--- src/hw/rtl/rle_pd_pkg.sv ---
package rle_pd_pkg;

  localparam int unsigned BYTE_W     = 8;
  localparam int unsigned PB_W       = 3;
  localparam int unsigned VALUE_W    = 32;
  localparam int unsigned SPACE_W    = 32;
  localparam int unsigned REP_W      = 8;
  localparam int unsigned LIT_W      = 10;
  localparam int unsigned IN_DATA_W  = 8;
  localparam int unsigned OUT_DATA_W = 48;

  // A truncated run leaves fewer than 128 * 4 bytes, so the dividend is 9 bits wide.
  localparam int unsigned DIV_W      = 9;
  localparam int unsigned DIV_CNT_W  = 4;

  localparam logic CFG_PIXEL_BYTES  = 1'b0;
  localparam logic CFG_OUT_CAPACITY = 1'b1;

  typedef enum logic [1:0] {
    PH_HEADER,
    PH_PIXEL,
    PH_LITERAL,
    PH_DONE
  } phase_t;

  typedef enum logic [1:0] {
    SQ_IDLE,
    SQ_DIV,
    SQ_EMIT
  } seq_t;

  // 0 acts as 1, 5..7 act as 4
  function automatic logic [PB_W-1:0] eff_pb(input logic [PB_W-1:0] raw);
    logic [PB_W-1:0] r;
    if (raw == '0) begin
      r = PB_W'(1);
    end else if (raw > PB_W'(4)) begin
      r = PB_W'(4);
    end else begin
      r = raw;
    end
    return r;
  endfunction

endpackage

--- src/hw/rtl/rle_pixel_decompressor.sv ---
// Channel  Dir  Handshake              Payload
// in_      in   in_tvalid/in_tready    tdata: in_byte; tuser: stream_start
// out_     out  out_tvalid/out_tready  tdata: unit_value, unit_bytes, repeat_res;
//                                      tuser: output_full
// cfg_     in   cfg_valid/cfg_ready    cfg_addr: register index; cfg_data: value
//
// Header, literal and pixel bytes are taken while the divider is idle and the
// output slot is free. A run whose repeat count has to be cut to the remaining
// space goes through the shift-subtract divider: one quotient bit per cycle.
// Reset is synchronous; all decode state returns to "header expected", no space.
// A result waiting in the output register while out_tready is low holds in_tready
// low, so no byte is taken until that result leaves.
module rle_pixel_decompressor
  import rle_pd_pkg::*;
(
  input  logic                  clk,
  input  logic                  rst_n,
  input  logic                  in_tvalid,
  output logic                  in_tready,
  input  logic [IN_DATA_W-1:0]  in_tdata,   // [7:0] in_byte
  input  logic                  in_tuser,   // [0] stream_start
  output logic                  out_tvalid,
  input  logic                  out_tready,
  // [31:0] unit_value, [34:32] unit_bytes, [42:35] repeat_res, [47:43] zero
  output logic [OUT_DATA_W-1:0] out_tdata,
  output logic                  out_tuser,  // [0] output_full
  input  logic                  cfg_valid,
  output logic                  cfg_ready,
  input  logic                  cfg_addr,
  input  logic [SPACE_W-1:0]    cfg_data
);

  // configuration
  logic [PB_W-1:0]    pb_cfg_r;
  logic [SPACE_W-1:0] cap_r;

  // decode state
  phase_t              phase_r, phase_nxt;
  logic [1:0]          idx_r, idx_nxt;
  logic [VALUE_W-1:0]  asm_r, asm_nxt;
  logic [6:0]          hdr_r, hdr_nxt;
  logic [LIT_W-1:0]    lit_r, lit_nxt;
  logic [SPACE_W-1:0]  space_r, space_nxt;

  // sequencer and divider
  seq_t                seq_r, seq_nxt;
  logic [DIV_W-1:0]    div_dvd_r, div_dvd_nxt;
  logic [DIV_W-1:0]    div_q_r, div_q_nxt;
  logic [PB_W-1:0]     div_rem_r, div_rem_nxt;
  logic [DIV_CNT_W-1:0] div_cnt_r, div_cnt_nxt;

  // output register
  logic                out_valid_r, out_valid_nxt;
  logic [VALUE_W-1:0]  out_value_r, out_value_nxt;
  logic [PB_W-1:0]     out_bytes_r, out_bytes_nxt;
  logic [REP_W-1:0]    out_rep_r, out_rep_nxt;
  logic                out_full_r, out_full_nxt;

  logic [PB_W-1:0]     pb;
  logic                slot_free;
  logic                in_fire;
  logic                out_load;
  logic                div_start;
  logic                div_last;

  // step intermediates
  phase_t              ph;
  logic [1:0]          idx;
  logic [VALUE_W-1:0]  asm_v;
  logic [LIT_W-1:0]    lit;
  logic [SPACE_W-1:0]  sp;
  logic [8:0]          lit_hdr_cnt;
  logic [11:0]         lit_len;
  logic [REP_W-1:0]    rep_full;
  logic [10:0]         run_prod;
  logic [SPACE_W-1:0]  sp_after;
  logic [3:0]          div_trial;
  logic                div_ge;

  assign pb        = eff_pb(pb_cfg_r);
  assign slot_free = !out_valid_r || out_tready;
  assign in_fire   = in_tvalid && in_tready;
  assign div_last  = (div_cnt_r == DIV_CNT_W'(1));

  assign div_trial = {div_rem_r, div_dvd_r[DIV_W-1]};
  assign div_ge    = (div_trial >= {1'b0, pb});

  // sequencer next state
  always_comb begin
    seq_nxt = seq_r;
    case (seq_r)
      SQ_IDLE: begin
        if (div_start) begin
          seq_nxt = SQ_DIV;
        end
      end
      SQ_DIV: begin
        if (div_last) begin
          seq_nxt = SQ_EMIT;
        end
      end
      SQ_EMIT: begin
        if (div_q_r == '0 || slot_free) begin
          seq_nxt = SQ_IDLE;
        end
      end
      default: seq_nxt = SQ_IDLE;
    endcase
  end

  // decode datapath and outputs
  always_comb begin
    in_tready     = (seq_r == SQ_IDLE) && slot_free;
    cfg_ready     = 1'b1;

    phase_nxt     = phase_r;
    idx_nxt       = idx_r;
    asm_nxt       = asm_r;
    hdr_nxt       = hdr_r;
    lit_nxt       = lit_r;
    space_nxt     = space_r;
    div_dvd_nxt   = div_dvd_r;
    div_q_nxt     = div_q_r;
    div_rem_nxt   = div_rem_r;
    div_cnt_nxt   = div_cnt_r;
    div_start     = 1'b0;
    out_load      = 1'b0;
    out_value_nxt = out_value_r;
    out_bytes_nxt = out_bytes_r;
    out_rep_nxt   = out_rep_r;
    out_full_nxt  = out_full_r;

    ph       = in_tuser ? PH_HEADER : phase_r;
    idx      = in_tuser ? 2'd0 : idx_r;
    asm_v    = in_tuser ? '0 : asm_r;
    lit      = in_tuser ? '0 : lit_r;
    sp       = in_tuser ? cap_r : space_r;

    lit_hdr_cnt = 9'(9'd256 - {1'b0, in_tdata});
    lit_len     = 12'({3'b0, lit_hdr_cnt} * {9'b0, pb});
    rep_full    = REP_W'({1'b0, hdr_r} + 8'd1);
    run_prod    = 11'({3'b0, rep_full} * {8'b0, pb});
    sp_after    = sp - {21'b0, run_prod};

    if (in_fire) begin
      phase_nxt = ph;
      idx_nxt   = idx;
      asm_nxt   = asm_v;
      lit_nxt   = lit;
      space_nxt = sp;
      if (ph == PH_DONE || sp == '0) begin
        phase_nxt = PH_DONE;
      end else begin
        case (ph)
          PH_HEADER: begin
            if (!in_tdata[7]) begin
              hdr_nxt   = in_tdata[6:0];
              idx_nxt   = 2'd0;
              asm_nxt   = '0;
              phase_nxt = PH_PIXEL;
            end else begin
              if ({20'b0, lit_len} > sp) begin
                lit_nxt = sp[LIT_W-1:0];
              end else begin
                lit_nxt = LIT_W'(lit_len);
              end
              phase_nxt = PH_LITERAL;
            end
          end
          PH_PIXEL: begin
            asm_nxt = asm_v | ({24'b0, in_tdata} << {idx, 3'b000});
            if (({1'b0, idx} + 3'd1) < pb) begin
              idx_nxt = 2'(idx + 2'd1);
            end else begin
              idx_nxt = 2'd0;
              if ({21'b0, run_prod} <= sp) begin
                space_nxt     = sp_after;
                phase_nxt     = (sp_after == '0) ? PH_DONE : PH_HEADER;
                out_load      = 1'b1;
                out_value_nxt = asm_v | ({24'b0, in_tdata} << {idx, 3'b000});
                out_bytes_nxt = pb;
                out_rep_nxt   = rep_full;
                out_full_nxt  = (sp_after == '0);
              end else begin
                // space below a full run: quotient space / pb, remainder stays
                div_start   = 1'b1;
                div_dvd_nxt = sp[DIV_W-1:0];
                div_q_nxt   = '0;
                div_rem_nxt = '0;
                div_cnt_nxt = DIV_CNT_W'(DIV_W);
              end
            end
          end
          PH_LITERAL: begin
            space_nxt = sp - SPACE_W'(1);
            if (lit != '0) begin
              lit_nxt = lit - LIT_W'(1);
            end
            if (sp == SPACE_W'(1)) begin
              phase_nxt = PH_DONE;
            end else if (lit <= LIT_W'(1)) begin
              phase_nxt = PH_HEADER;
            end
            out_load      = 1'b1;
            out_value_nxt = {24'b0, in_tdata};
            out_bytes_nxt = PB_W'(1);
            out_rep_nxt   = REP_W'(1);
            out_full_nxt  = (sp == SPACE_W'(1));
          end
          default: phase_nxt = PH_DONE;
        endcase
      end
    end

    if (seq_r == SQ_DIV) begin
      div_rem_nxt = div_ge ? PB_W'(div_trial - {1'b0, pb}) : div_trial[PB_W-1:0];
      div_q_nxt   = {div_q_r[DIV_W-2:0], div_ge};
      div_dvd_nxt = {div_dvd_r[DIV_W-2:0], 1'b0};
      div_cnt_nxt = div_cnt_r - DIV_CNT_W'(1);
    end

    if (seq_r == SQ_EMIT) begin
      if (div_q_r == '0) begin
        phase_nxt = PH_DONE;
      end else if (slot_free) begin
        space_nxt     = {29'b0, div_rem_r};
        phase_nxt     = (div_rem_r == '0) ? PH_DONE : PH_HEADER;
        out_load      = 1'b1;
        out_value_nxt = asm_r;
        out_bytes_nxt = pb;
        out_rep_nxt   = div_q_r[REP_W-1:0];
        out_full_nxt  = (div_rem_r == '0);
      end
    end

    if (out_load) begin
      out_valid_nxt = 1'b1;
    end else if (out_tready) begin
      out_valid_nxt = 1'b0;
    end else begin
      out_valid_nxt = out_valid_r;
    end

    out_tvalid = out_valid_r;
    out_tdata  = {5'b0, out_rep_r, out_bytes_r, out_value_r};
    out_tuser  = out_full_r;
  end

  always_ff @(posedge clk) begin
    if (!rst_n) begin
      pb_cfg_r    <= PB_W'(1);
      cap_r       <= '0;
      phase_r     <= PH_HEADER;
      idx_r       <= '0;
      asm_r       <= '0;
      hdr_r       <= '0;
      lit_r       <= '0;
      space_r     <= '0;
      seq_r       <= SQ_IDLE;
      div_cnt_r   <= '0;
      out_valid_r <= 1'b0;
    end else begin
      if (cfg_valid && cfg_ready) begin
        case (cfg_addr)
          CFG_PIXEL_BYTES:  pb_cfg_r <= cfg_data[PB_W-1:0];
          CFG_OUT_CAPACITY: cap_r    <= cfg_data;
          default:          cap_r    <= cap_r;
        endcase
      end
      phase_r     <= phase_nxt;
      idx_r       <= idx_nxt;
      asm_r       <= asm_nxt;
      hdr_r       <= hdr_nxt;
      lit_r       <= lit_nxt;
      space_r     <= space_nxt;
      seq_r       <= seq_nxt;
      div_cnt_r   <= div_cnt_nxt;
      out_valid_r <= out_valid_nxt;
    end
  end

  always_ff @(posedge clk) begin
    div_dvd_r   <= div_dvd_nxt;
    div_q_r     <= div_q_nxt;
    div_rem_r   <= div_rem_nxt;
    out_value_r <= out_value_nxt;
    out_bytes_r <= out_bytes_nxt;
    out_rep_r   <= out_rep_nxt;
    out_full_r  <= out_full_nxt;
  end

`ifndef SYNTHESIS
  a_ready_only_idle: assert property (@(posedge clk) disable iff (!rst_n)
    in_tready |-> seq_r == SQ_IDLE)
    else $error("input taken while divider busy");

  a_div_count: assert property (@(posedge clk) disable iff (!rst_n)
    seq_r == SQ_DIV |-> div_cnt_r != '0 && div_cnt_r <= DIV_CNT_W'(DIV_W))
    else $error("divider step count out of range");

  a_full_ends_stream: assert property (@(posedge clk) disable iff (!rst_n)
    (out_load && out_full_nxt) |=> phase_r == PH_DONE)
    else $error("capacity used up but decoder not done");

  a_result_nonzero: assert property (@(posedge clk) disable iff (!rst_n)
    out_tvalid |-> out_tdata[42:35] != '0 && out_tdata[34:32] != '0)
    else $error("result with zero repeat or zero bytes");
`endif

endmodule
--- config.mk ---
export PLATFORM = sky130hd
export DESIGN_NAME = rle_pixel_decompressor
export DESIGN_NICKNAME = d
export VERILOG_FILES = /design/src/hw/rtl/rle_pd_pkg.sv /design/src/hw/rtl/rle_pixel_decompressor.sv
export SDC_FILE = /design/constraint.sdc
export NUM_CORES = 1
export LEC_CHECK = 0
export ABC_AREA = 1
export BUFFER_PORTS_ARGS = -buffer_cell sky130_fd_sc_hd__buf_2
export CAP_MARGIN = 20
export CELL_PAD_IN_SITES_DETAIL_PLACEMENT = 1
export CELL_PAD_IN_SITES_GLOBAL_PLACEMENT = 2
export CORE_MARGIN = 8
export CORE_UTILIZATION = 31
export DETAILED_ROUTE_END_ITERATION = 6
export PLACE_DENSITY = 0.82
export SLEW_MARGIN = 20
export SYNTH_ARGS = -nofsm -noshare
export SYNTH_HDL_FRONTEND = slang
export SYNTH_SLANG_ARGS = --single-unit
--- constraint.sdc ---
create_clock -name clk -period 5.3 [get_ports clk]
set_clock_uncertainty 0.1 [all_clocks]
set_input_delay 0.265 -clock clk [delete_from_list [all_inputs] [get_ports clk]]
set_output_delay 0.265 -clock clk [all_outputs]
set_load 0.01 [all_outputs]
Word level (Yosys, flattened, before mapping)
Cells that the tools add are included.
{"block": "totals", "ff_bits": 192, "elab_cells": 195}
{"block": "op_classes", "mux": 116, "addsub": 9, "n_mul": 2, "shifts": 1, "magnitude_cmp": 6, "n_bitwise": 6, "n_reduce_logical": 23, "n_eq_ne": 13}
{"cell": "$mux 32", "count": 18}
{"cell": "$pmux 32 s2", "count": 3}
{"cell": "$mux 9", "count": 12}
{"cell": "$logic_not 32->1", "count": 2}
{"cell": "$mux 8", "count": 7}
{"cell": "$mux 10", "count": 5}
{"cell": "$mux 3", "count": 16}
{"cell": "$mux 2", "count": 20}
{"cell": "$eq 32x1->1 const B", "count": 1}
{"cell": "$gt 12x32->1", "count": 1}
{"cell": "$le 11x32->1", "count": 1}
{"cell": "$or 32x32->32", "count": 1}
{"cell": "$shl 8x5->32", "count": 1}
{"cell": "$sub 32x1->32 const B", "count": 1}
{"cell": "$sub 32x11->32", "count": 1}
{"cell": "$mux 4", "count": 6}
{"cell": "$mux 1", "count": 21}
{"cell": "$pmux 10 s2", "count": 1}
{"cell": "$pmux 8 s2", "count": 1}
{"cell": "$mul 9x3->12", "count": 1}
{"cell": "$pmux 2 s3", "count": 2}
{"cell": "$mul 8x3->11", "count": 1}
{"cell": "$le 10x1->1 const B", "count": 1}
{"cell": "$reduce_and 5->1", "count": 2}
{"cell": "other kinds (30)", "count": 50}

Logic depth before layout (Yosys ltp)
{"block": "depth", "word_depth": 15, "ltp_mapped": 36, "ltp_nobuf": 36}

Least setup slack after synthesis
OpenSTA, ideal clock, no wires.
{"block": "synth_path", "path_type": "flip-flop to flip-flop", "start": "register pb_cfg_r[2]", "end": "register div_dvd_r[1], enable pin", "slack_ps": 277, "n_path_buf": 1, "required_time_ps": 4821, "arrival_time_ps": 4544, "stages_incl_launch_ff": 29, "path_cell_list": "dfxtp_1 -> clkinv_1 -> o21ai_0 -> inv_1 -> clkbuf_1 -> nand2_1 -> fa_1 -> inv_1 -> ha_1 -> a21oi_1 -> nand2_1 -> a21oi_1 -> o21bai_1 -> nand2_1 -> nand2_1 -> a21oi_1 -> xor2_1 -> ha_1 -> nand2_1 -> nand2_1 -> nand2_1 -> nand2_1 -> nor2_2 -> nand2_1 -> inv_2 -> nand3_4 -> inv_1 -> nand4_1 -> nand2_1"}
{"block": "synth_via", "elab_chain_len": 7}
{"element": "start, declared", "line_no": "rle_pixel_decompressor.sv:34", "text": "logic [PB_W-1:0] pb_cfg_r;"}
{"element": "start signal, assigned", "line_no": "rle_pixel_decompressor.sv:265", "text": "CFG_PIXEL_BYTES: pb_cfg_r <= cfg_data[PB_W-1:0];"}
{"element": "$gt 3x3->1", "line_no": "rle_pd_pkg.sv:37", "text": "end else if (raw > PB_W'(4)) begin"}
{"element": "$mux 3", "line_no": "rle_pd_pkg.sv:37"}
{"element": "$mux 3 (*)", "line_no": "rle_pd_pkg.sv:35", "text": "if (raw == '0) begin"}
{"element": "$mul 8x3->11", "line_no": "rle_pixel_decompressor.sv:142", "text": "run_prod = 11'({3'b0, rep_full} * {8'b0, pb});"}
{"element": "$le 11x32->1", "line_no": "rle_pixel_decompressor.sv:176", "text": "if ({21'b0, run_prod} <= sp) begin"}
{"element": "$ne 2x1->1 (no line)"}
{"element": "$reduce_and 5->1 (no line) (*)"}
{"element": "end signal, assigned", "line_no": "rle_pixel_decompressor.sv:283", "text": "div_dvd_r <= div_dvd_nxt;"}
{"element": "end, declared", "line_no": "rle_pixel_decompressor.sv:47", "text": "logic [DIV_W-1:0] div_dvd_r, div_dvd_nxt;"}
Mark *: on every way between the ends. The rest lies on a longest branch, timed or not.
A chain may end at the register's enable or synchronous reset.

Final worst setup path
{"block": "layout_path", "start": "register hdr_r[0]", "end": "register space_r[16]"}
{"block": "layout_via", "elab_chain_len": 11}
{"element": "start, declared", "line_no": "rle_pixel_decompressor.sv:41", "text": "logic [6:0] hdr_r, hdr_nxt;"}
{"element": "start signal, assigned", "line_no": "rle_pixel_decompressor.sv:273", "text": "hdr_r <= hdr_nxt;"}
{"element": "$add 7x1->8 (*)", "line_no": "rle_pixel_decompressor.sv:141", "text": "rep_full = REP_W'({1'b0, hdr_r} + 8'd1);"}
{"element": "$mul 8x3->11 (*)", "line_no": "rle_pixel_decompressor.sv:142"}
{"element": "$sub 32x11->32 / $le 11x32->1 (equally long branches)", "line_no": "rle_pixel_decompressor.sv:143, rle_pixel_decompressor.sv:176"}
{"element": "$mux 32 (*)", "line_no": "rle_pixel_decompressor.sv:176"}
{"element": "$mux 32 (*)", "line_no": "rle_pixel_decompressor.sv:172", "text": "if (({1'b0, idx} + 3'd1) < pb) begin"}
{"element": "$pmux 32 s2 (*)", "line_no": "rle_pixel_decompressor.sv:154", "text": "case (ph)"}
{"element": "$mux 32 (*)", "line_no": "rle_pixel_decompressor.sv:151", "text": "if (ph == PH_DONE || sp == '0) begin"}
{"element": "$mux 32 (*)", "line_no": "rle_pixel_decompressor.sv:145", "text": "if (in_fire) begin"}
{"element": "$mux 32", "line_no": "rle_pixel_decompressor.sv:225", "text": "end else if (slot_free) begin"}
{"element": "$mux 32", "line_no": "rle_pixel_decompressor.sv:223", "text": "if (div_q_r == '0) begin"}
{"element": "$mux 32 (*)", "line_no": "rle_pixel_decompressor.sv:222", "text": "if (seq_r == SQ_EMIT) begin"}
{"element": "end signal, assigned", "line_no": "rle_pixel_decompressor.sv:275", "text": "space_r <= space_nxt;"}
{"element": "end, declared", "line_no": "rle_pixel_decompressor.sv:43", "text": "logic [SPACE_W-1:0] space_r, space_nxt;"}
Marked as above.

==> impl_metrics.py <==
metrics = {
    "place": {
        "globalplace.congestion": 0.901,
        "placedCellCount": 2967,
        "dp_wirelength_um": 46400,
        "placedInstanceArea_um2": 16000,
        "placement.setup.worst_slack_ns": -0.181,
        "port_buffers": 92,
    },
    "global_routing": {
        "grt_use_total_pct": 22.4,
        "antenna_violations_before_repair": 0,
        "global_route.overflow_total": 0,
        "grt_pass1_wl_um": 95100,
        "maximum_number_of_pins_on_one_net_before_global_route_repair": 76,
        "via_count_of_the_first_global_routing_pass": 16600,
    },
    "power_and_ir_drop": {
        "pwr_density_cell_nw_per_um2": 285,
        "p_leak_nw": 8.01,
        "peak_supply_drop_v": 0.000239,
    },
    "clock_network": {
        "worst_setup_hold_path_clk_slew_ns": 0.08,
        "clock_insertion_delay_at_the_later_pin_of_the_skew_report_ns": 0.48,
        "clk_root_buffer_cell": "sky130_fd_sc_hd__clkbuf_16",
        "ctsLongestPathBuffers": 2,
        "cts_made_buffers": 17,
        "htreeDepth": 4,
        "clock_sink_count": 192,
        "cts_tree": "yes",
    },
    "yosys": {
        "synth_sequential_area_ratio_pct": 27.6,
        "async_reset_ff_share_pct": 0,
        "ys.flop_type": "sky130_fd_sc_hd__dfxtp_1",
        "postSynthAreaPerCell_um2": 6.41,
        "yosysWarningCount": 0,
        "synth_enable_flop_cells": 20,
        "yosys.cell_types.count": 62,
        "yosys_register_bits": 192,
        "synthesis.area_um2": 14700,
        "synth_cells": 2288,
    },
    "hold_path": {
        "worstHoldPathType": "primary input to flip-flop",
    },
    "worst_setup_path": {
        "critical_path.slowest_cell": "sky130_fd_sc_hd__fa_1",
        "path_common_cell": "sky130_fd_sc_hd__nand2_1",
        "reg2reg_depth": 33,
        "r2r_slack_ns": 0.23,
        "arrival_ns": 5.32,
        "endpoint_kind": "flip-flop",
        "start_kind": "flip-flop",
        "worstPathMaxFanout": 9,
        "rr_endpoint": "space_r[16]$_SDFF_PN0_",
        "timing_worst_setup_path_type": "flip-flop to flip-flop",
        "critPathRequiredTime_ns": 5.54,
        "cpPeakStageDelay_ns": 0.48,
        "critical_path.reg2reg.startpoint": "hdr_r[0]$_SDFFE_PN0P_",
        "timing.critical_path.from": "hdr_r[0]$_SDFFE_PN0P_",
        "critical_path_sink": "space_r[16]$_SDFF_PN0_",
    },
    "final_layout": {
        "antennaDiodeCount": 0,
        "fin_area_um2": 17400,
        "area_used_by_multi_input_combinational_logic_um2": 9180,
        "post_route_cells_drive_above_1_share_pct": 14.8,
        "layout.area.seq_um2": 4050,
        "finish.net_count": 2547,
        "layout_commonest_cell": "sky130_fd_sc_hd__nand2_1",
        "synthToLayoutAreaGrowth_pct": 18.3,
        "mostFrequentLayoutCells": "sky130_fd_sc_hd__nand2_1 (570), sky130_fd_sc_hd__inv_1 (281), sky130_fd_sc_hd__o21ai_0 (233), sky130_fd_sc_hd__nor2_1 (185), sky130_fd_sc_hd__dfxtp_1 (168)",
        "fin_cells": 3041,
        "layout.filler_cells": 6107,
    },
    "run": {
        "maxCapViolCount": 0,
    },
    "die": {
        "fp.dieH_um": 233,
        "io-pin-count": 99,
        "start_util_pct": 31.4,
        "coreArea_um2": 46700,
        "num_rows": 79,
        "dieWidth_um": 233,
        "die_area_um2": 54500,
    },
    "run_status": {
        "status": "finished clean",
    },
    "sta": {
        "report.final.setup_viol": 0,
        "period_needed_ns": 5.07,
        "post-route-worst-setup-slack_ns": 0.228,
        "timing_hold_violations_final": 0,
        "final_min_period_over_clock_period_pct": 95.7,
        "drv_slew": 0,
        "max_freq_ghz": 0.197,
        "slew-limit-headroom_pct": 33.1,
        "timing.setup.tns_ns": 0,
        "fin_worst_hold_slack_ns": 0.0158,
        "timing_worst_slew_pin_value_ns": 1.00,
    },
    "route": {
        "via_per_inst": 5.29,
        "post_drt_wl_per_cell_um": 20.5,
        "drc": 0,
        "vias": 16100,
        "antenna_violating_nets_post_route": 0,
        "totalWireLength_um": 62400,
        "iter_0_drt_violations": 839,
        "drtPass1Iterations": 5,
    },
}
[worst min path at each step]
stage | start | end | depth (start not counted)
after floorplan | cfg_data[0] | pb_cfg_r[0]$_SDFFE_PN1P_ | 2
after CTS | cfg_data[13] | cap_r[13]$_SDFFE_PN0P_ | 3
after global placement | div_dvd_r[0]$_SDFFE_PP0P_ | div_dvd_r[0]$_SDFFE_PP0P_ | 2
after global routing | cfg_data[7] | cap_r[7]$_SDFFE_PN0P_ | 3
final | cfg_data[13] | cap_r[13]$_SDFFE_PN0P_ | 3
after detailed placement | cap_r[8]$_SDFFE_PN0P_ | cap_r[8]$_SDFFE_PN0P_ | 2
[kinds of logic after synthesis]
group,count (synthesis),synth area share [%]
simple gates,962,27.6
fa+ha+maj,79,7.61
flops,192,27.6
buf+inv,417,11.9
xor+xnor,23,1.37
compound gates,613,23.9
other cells,2,0.0512
[what timing repair did]
action / in CTS / in global routing
gates resized for setup: 14 / 67
hold buffers: 28 / 0
setup buffers: 1 / 11
endpoints found under the setup margin: 24 / 124
cloned: 0 / 2
pin swaps: 3 / 20
endpoints found under the hold margin: 28 / 0
[worst max-delay path: cells and delay by family (launching register included)]
kind	cells	cell delay, ns
xor gates and xnor gates	1	0.27
buffers and inverters	7	0.77
and+or+nand+nor	15	1.31
AOI/OAI and AO/OA	6	0.87
DFF	1	0.35
adders and majority gates	4	1.26
[synth_stat cells (3+ instances only)]
library cell               instances  area [um2]
sky130_fd_sc_hd__a211oi_1          3        22.5
sky130_fd_sc_hd__a21oi_1         167         836
sky130_fd_sc_hd__a21oi_2           4        35.0
sky130_fd_sc_hd__a22oi_1           4        30.0
sky130_fd_sc_hd__a31oi_1           4        25.0
sky130_fd_sc_hd__buf_1             6        22.5
sky130_fd_sc_hd__buf_2            21         105
sky130_fd_sc_hd__buf_4            10        75.1
sky130_fd_sc_hd__buf_6            11         124
sky130_fd_sc_hd__clkbuf_1         62         233
sky130_fd_sc_hd__dfxtp_1         172        3440
sky130_fd_sc_hd__edfxtp_1         20         601
sky130_fd_sc_hd__fa_1             17         340
sky130_fd_sc_hd__ha_1             62         776
sky130_fd_sc_hd__inv_1           286        1070
sky130_fd_sc_hd__inv_2            15        56.3
sky130_fd_sc_hd__nand2_1         582        2180
sky130_fd_sc_hd__nand2_2          14        87.6
sky130_fd_sc_hd__nand2_4           4        45.0
sky130_fd_sc_hd__nand2_8           3        60.1
sky130_fd_sc_hd__nand3_1          99         495
sky130_fd_sc_hd__nand3b_1          4        30.0
sky130_fd_sc_hd__nand4_1          13        81.3
sky130_fd_sc_hd__nor2_1          197         739
sky130_fd_sc_hd__nor2_2            8        50.1
sky130_fd_sc_hd__nor2_4            4        45.0
sky130_fd_sc_hd__nor3_1           19        95.1
sky130_fd_sc_hd__o211ai_1         50         375
sky130_fd_sc_hd__o21ai_0         242        1210
sky130_fd_sc_hd__o21ai_1          46         230
sky130_fd_sc_hd__o21ai_2          11        96.3
sky130_fd_sc_hd__o21bai_1         13        97.6
sky130_fd_sc_hd__o221ai_1         25         219
sky130_fd_sc_hd__o22ai_1          25         156
sky130_fd_sc_hd__o31ai_1           8        60.1
sky130_fd_sc_hd__xnor2_1           7        61.3
sky130_fd_sc_hd__xor2_1           16         140
[sequential cells by signal, summed over array words and instances (netlist names), 7 cells and up]
name	count
asm_r	32
cap_r	32
div_dvd_r	9
div_q_r	9
hdr_r	7
lit_r	10
out_rep_r	8
out_value_r	32
space_r	32
[report_power, final]
group / total, mW / switching [mW] / internal, mW
combinational: 1.78 / 1.17 / 0.611
clock: 1.39 / 0.691 / 0.697
sequential: 1.77 / 0.129 / 1.64
[layout make-up]
class	count	area share, %
clock inverter	13	0.822
inverter	306	6.76
sequential	192	23.3
clock buffer	19	2.62
timing repair buffer	221	9.17
multi-input combinational	1683	52.9
tap	607	4.38
[stage by stage]
stage / power, mW / utilization, %
floorplan: 2.82 / -
global placement: 3.45 / 34.4
detailed placement: 3.49 / 34.4
CTS: 4.91 / 36.4
global route: 5.22 / 37.2
finish: 4.94 / 37.2
[per-layer routing]
| metal | part of all wire (%) | track usage, % |
|---|---|---|
| met5 | 0 | 0 |
| met4 | 4.4 | 9.93 |
| met3 | 3.2 | 2.75 |
| met2 | 50 | 40.3 |
| met1 | 42 | 26.4 |
Power figures use the tool's default switching activity.
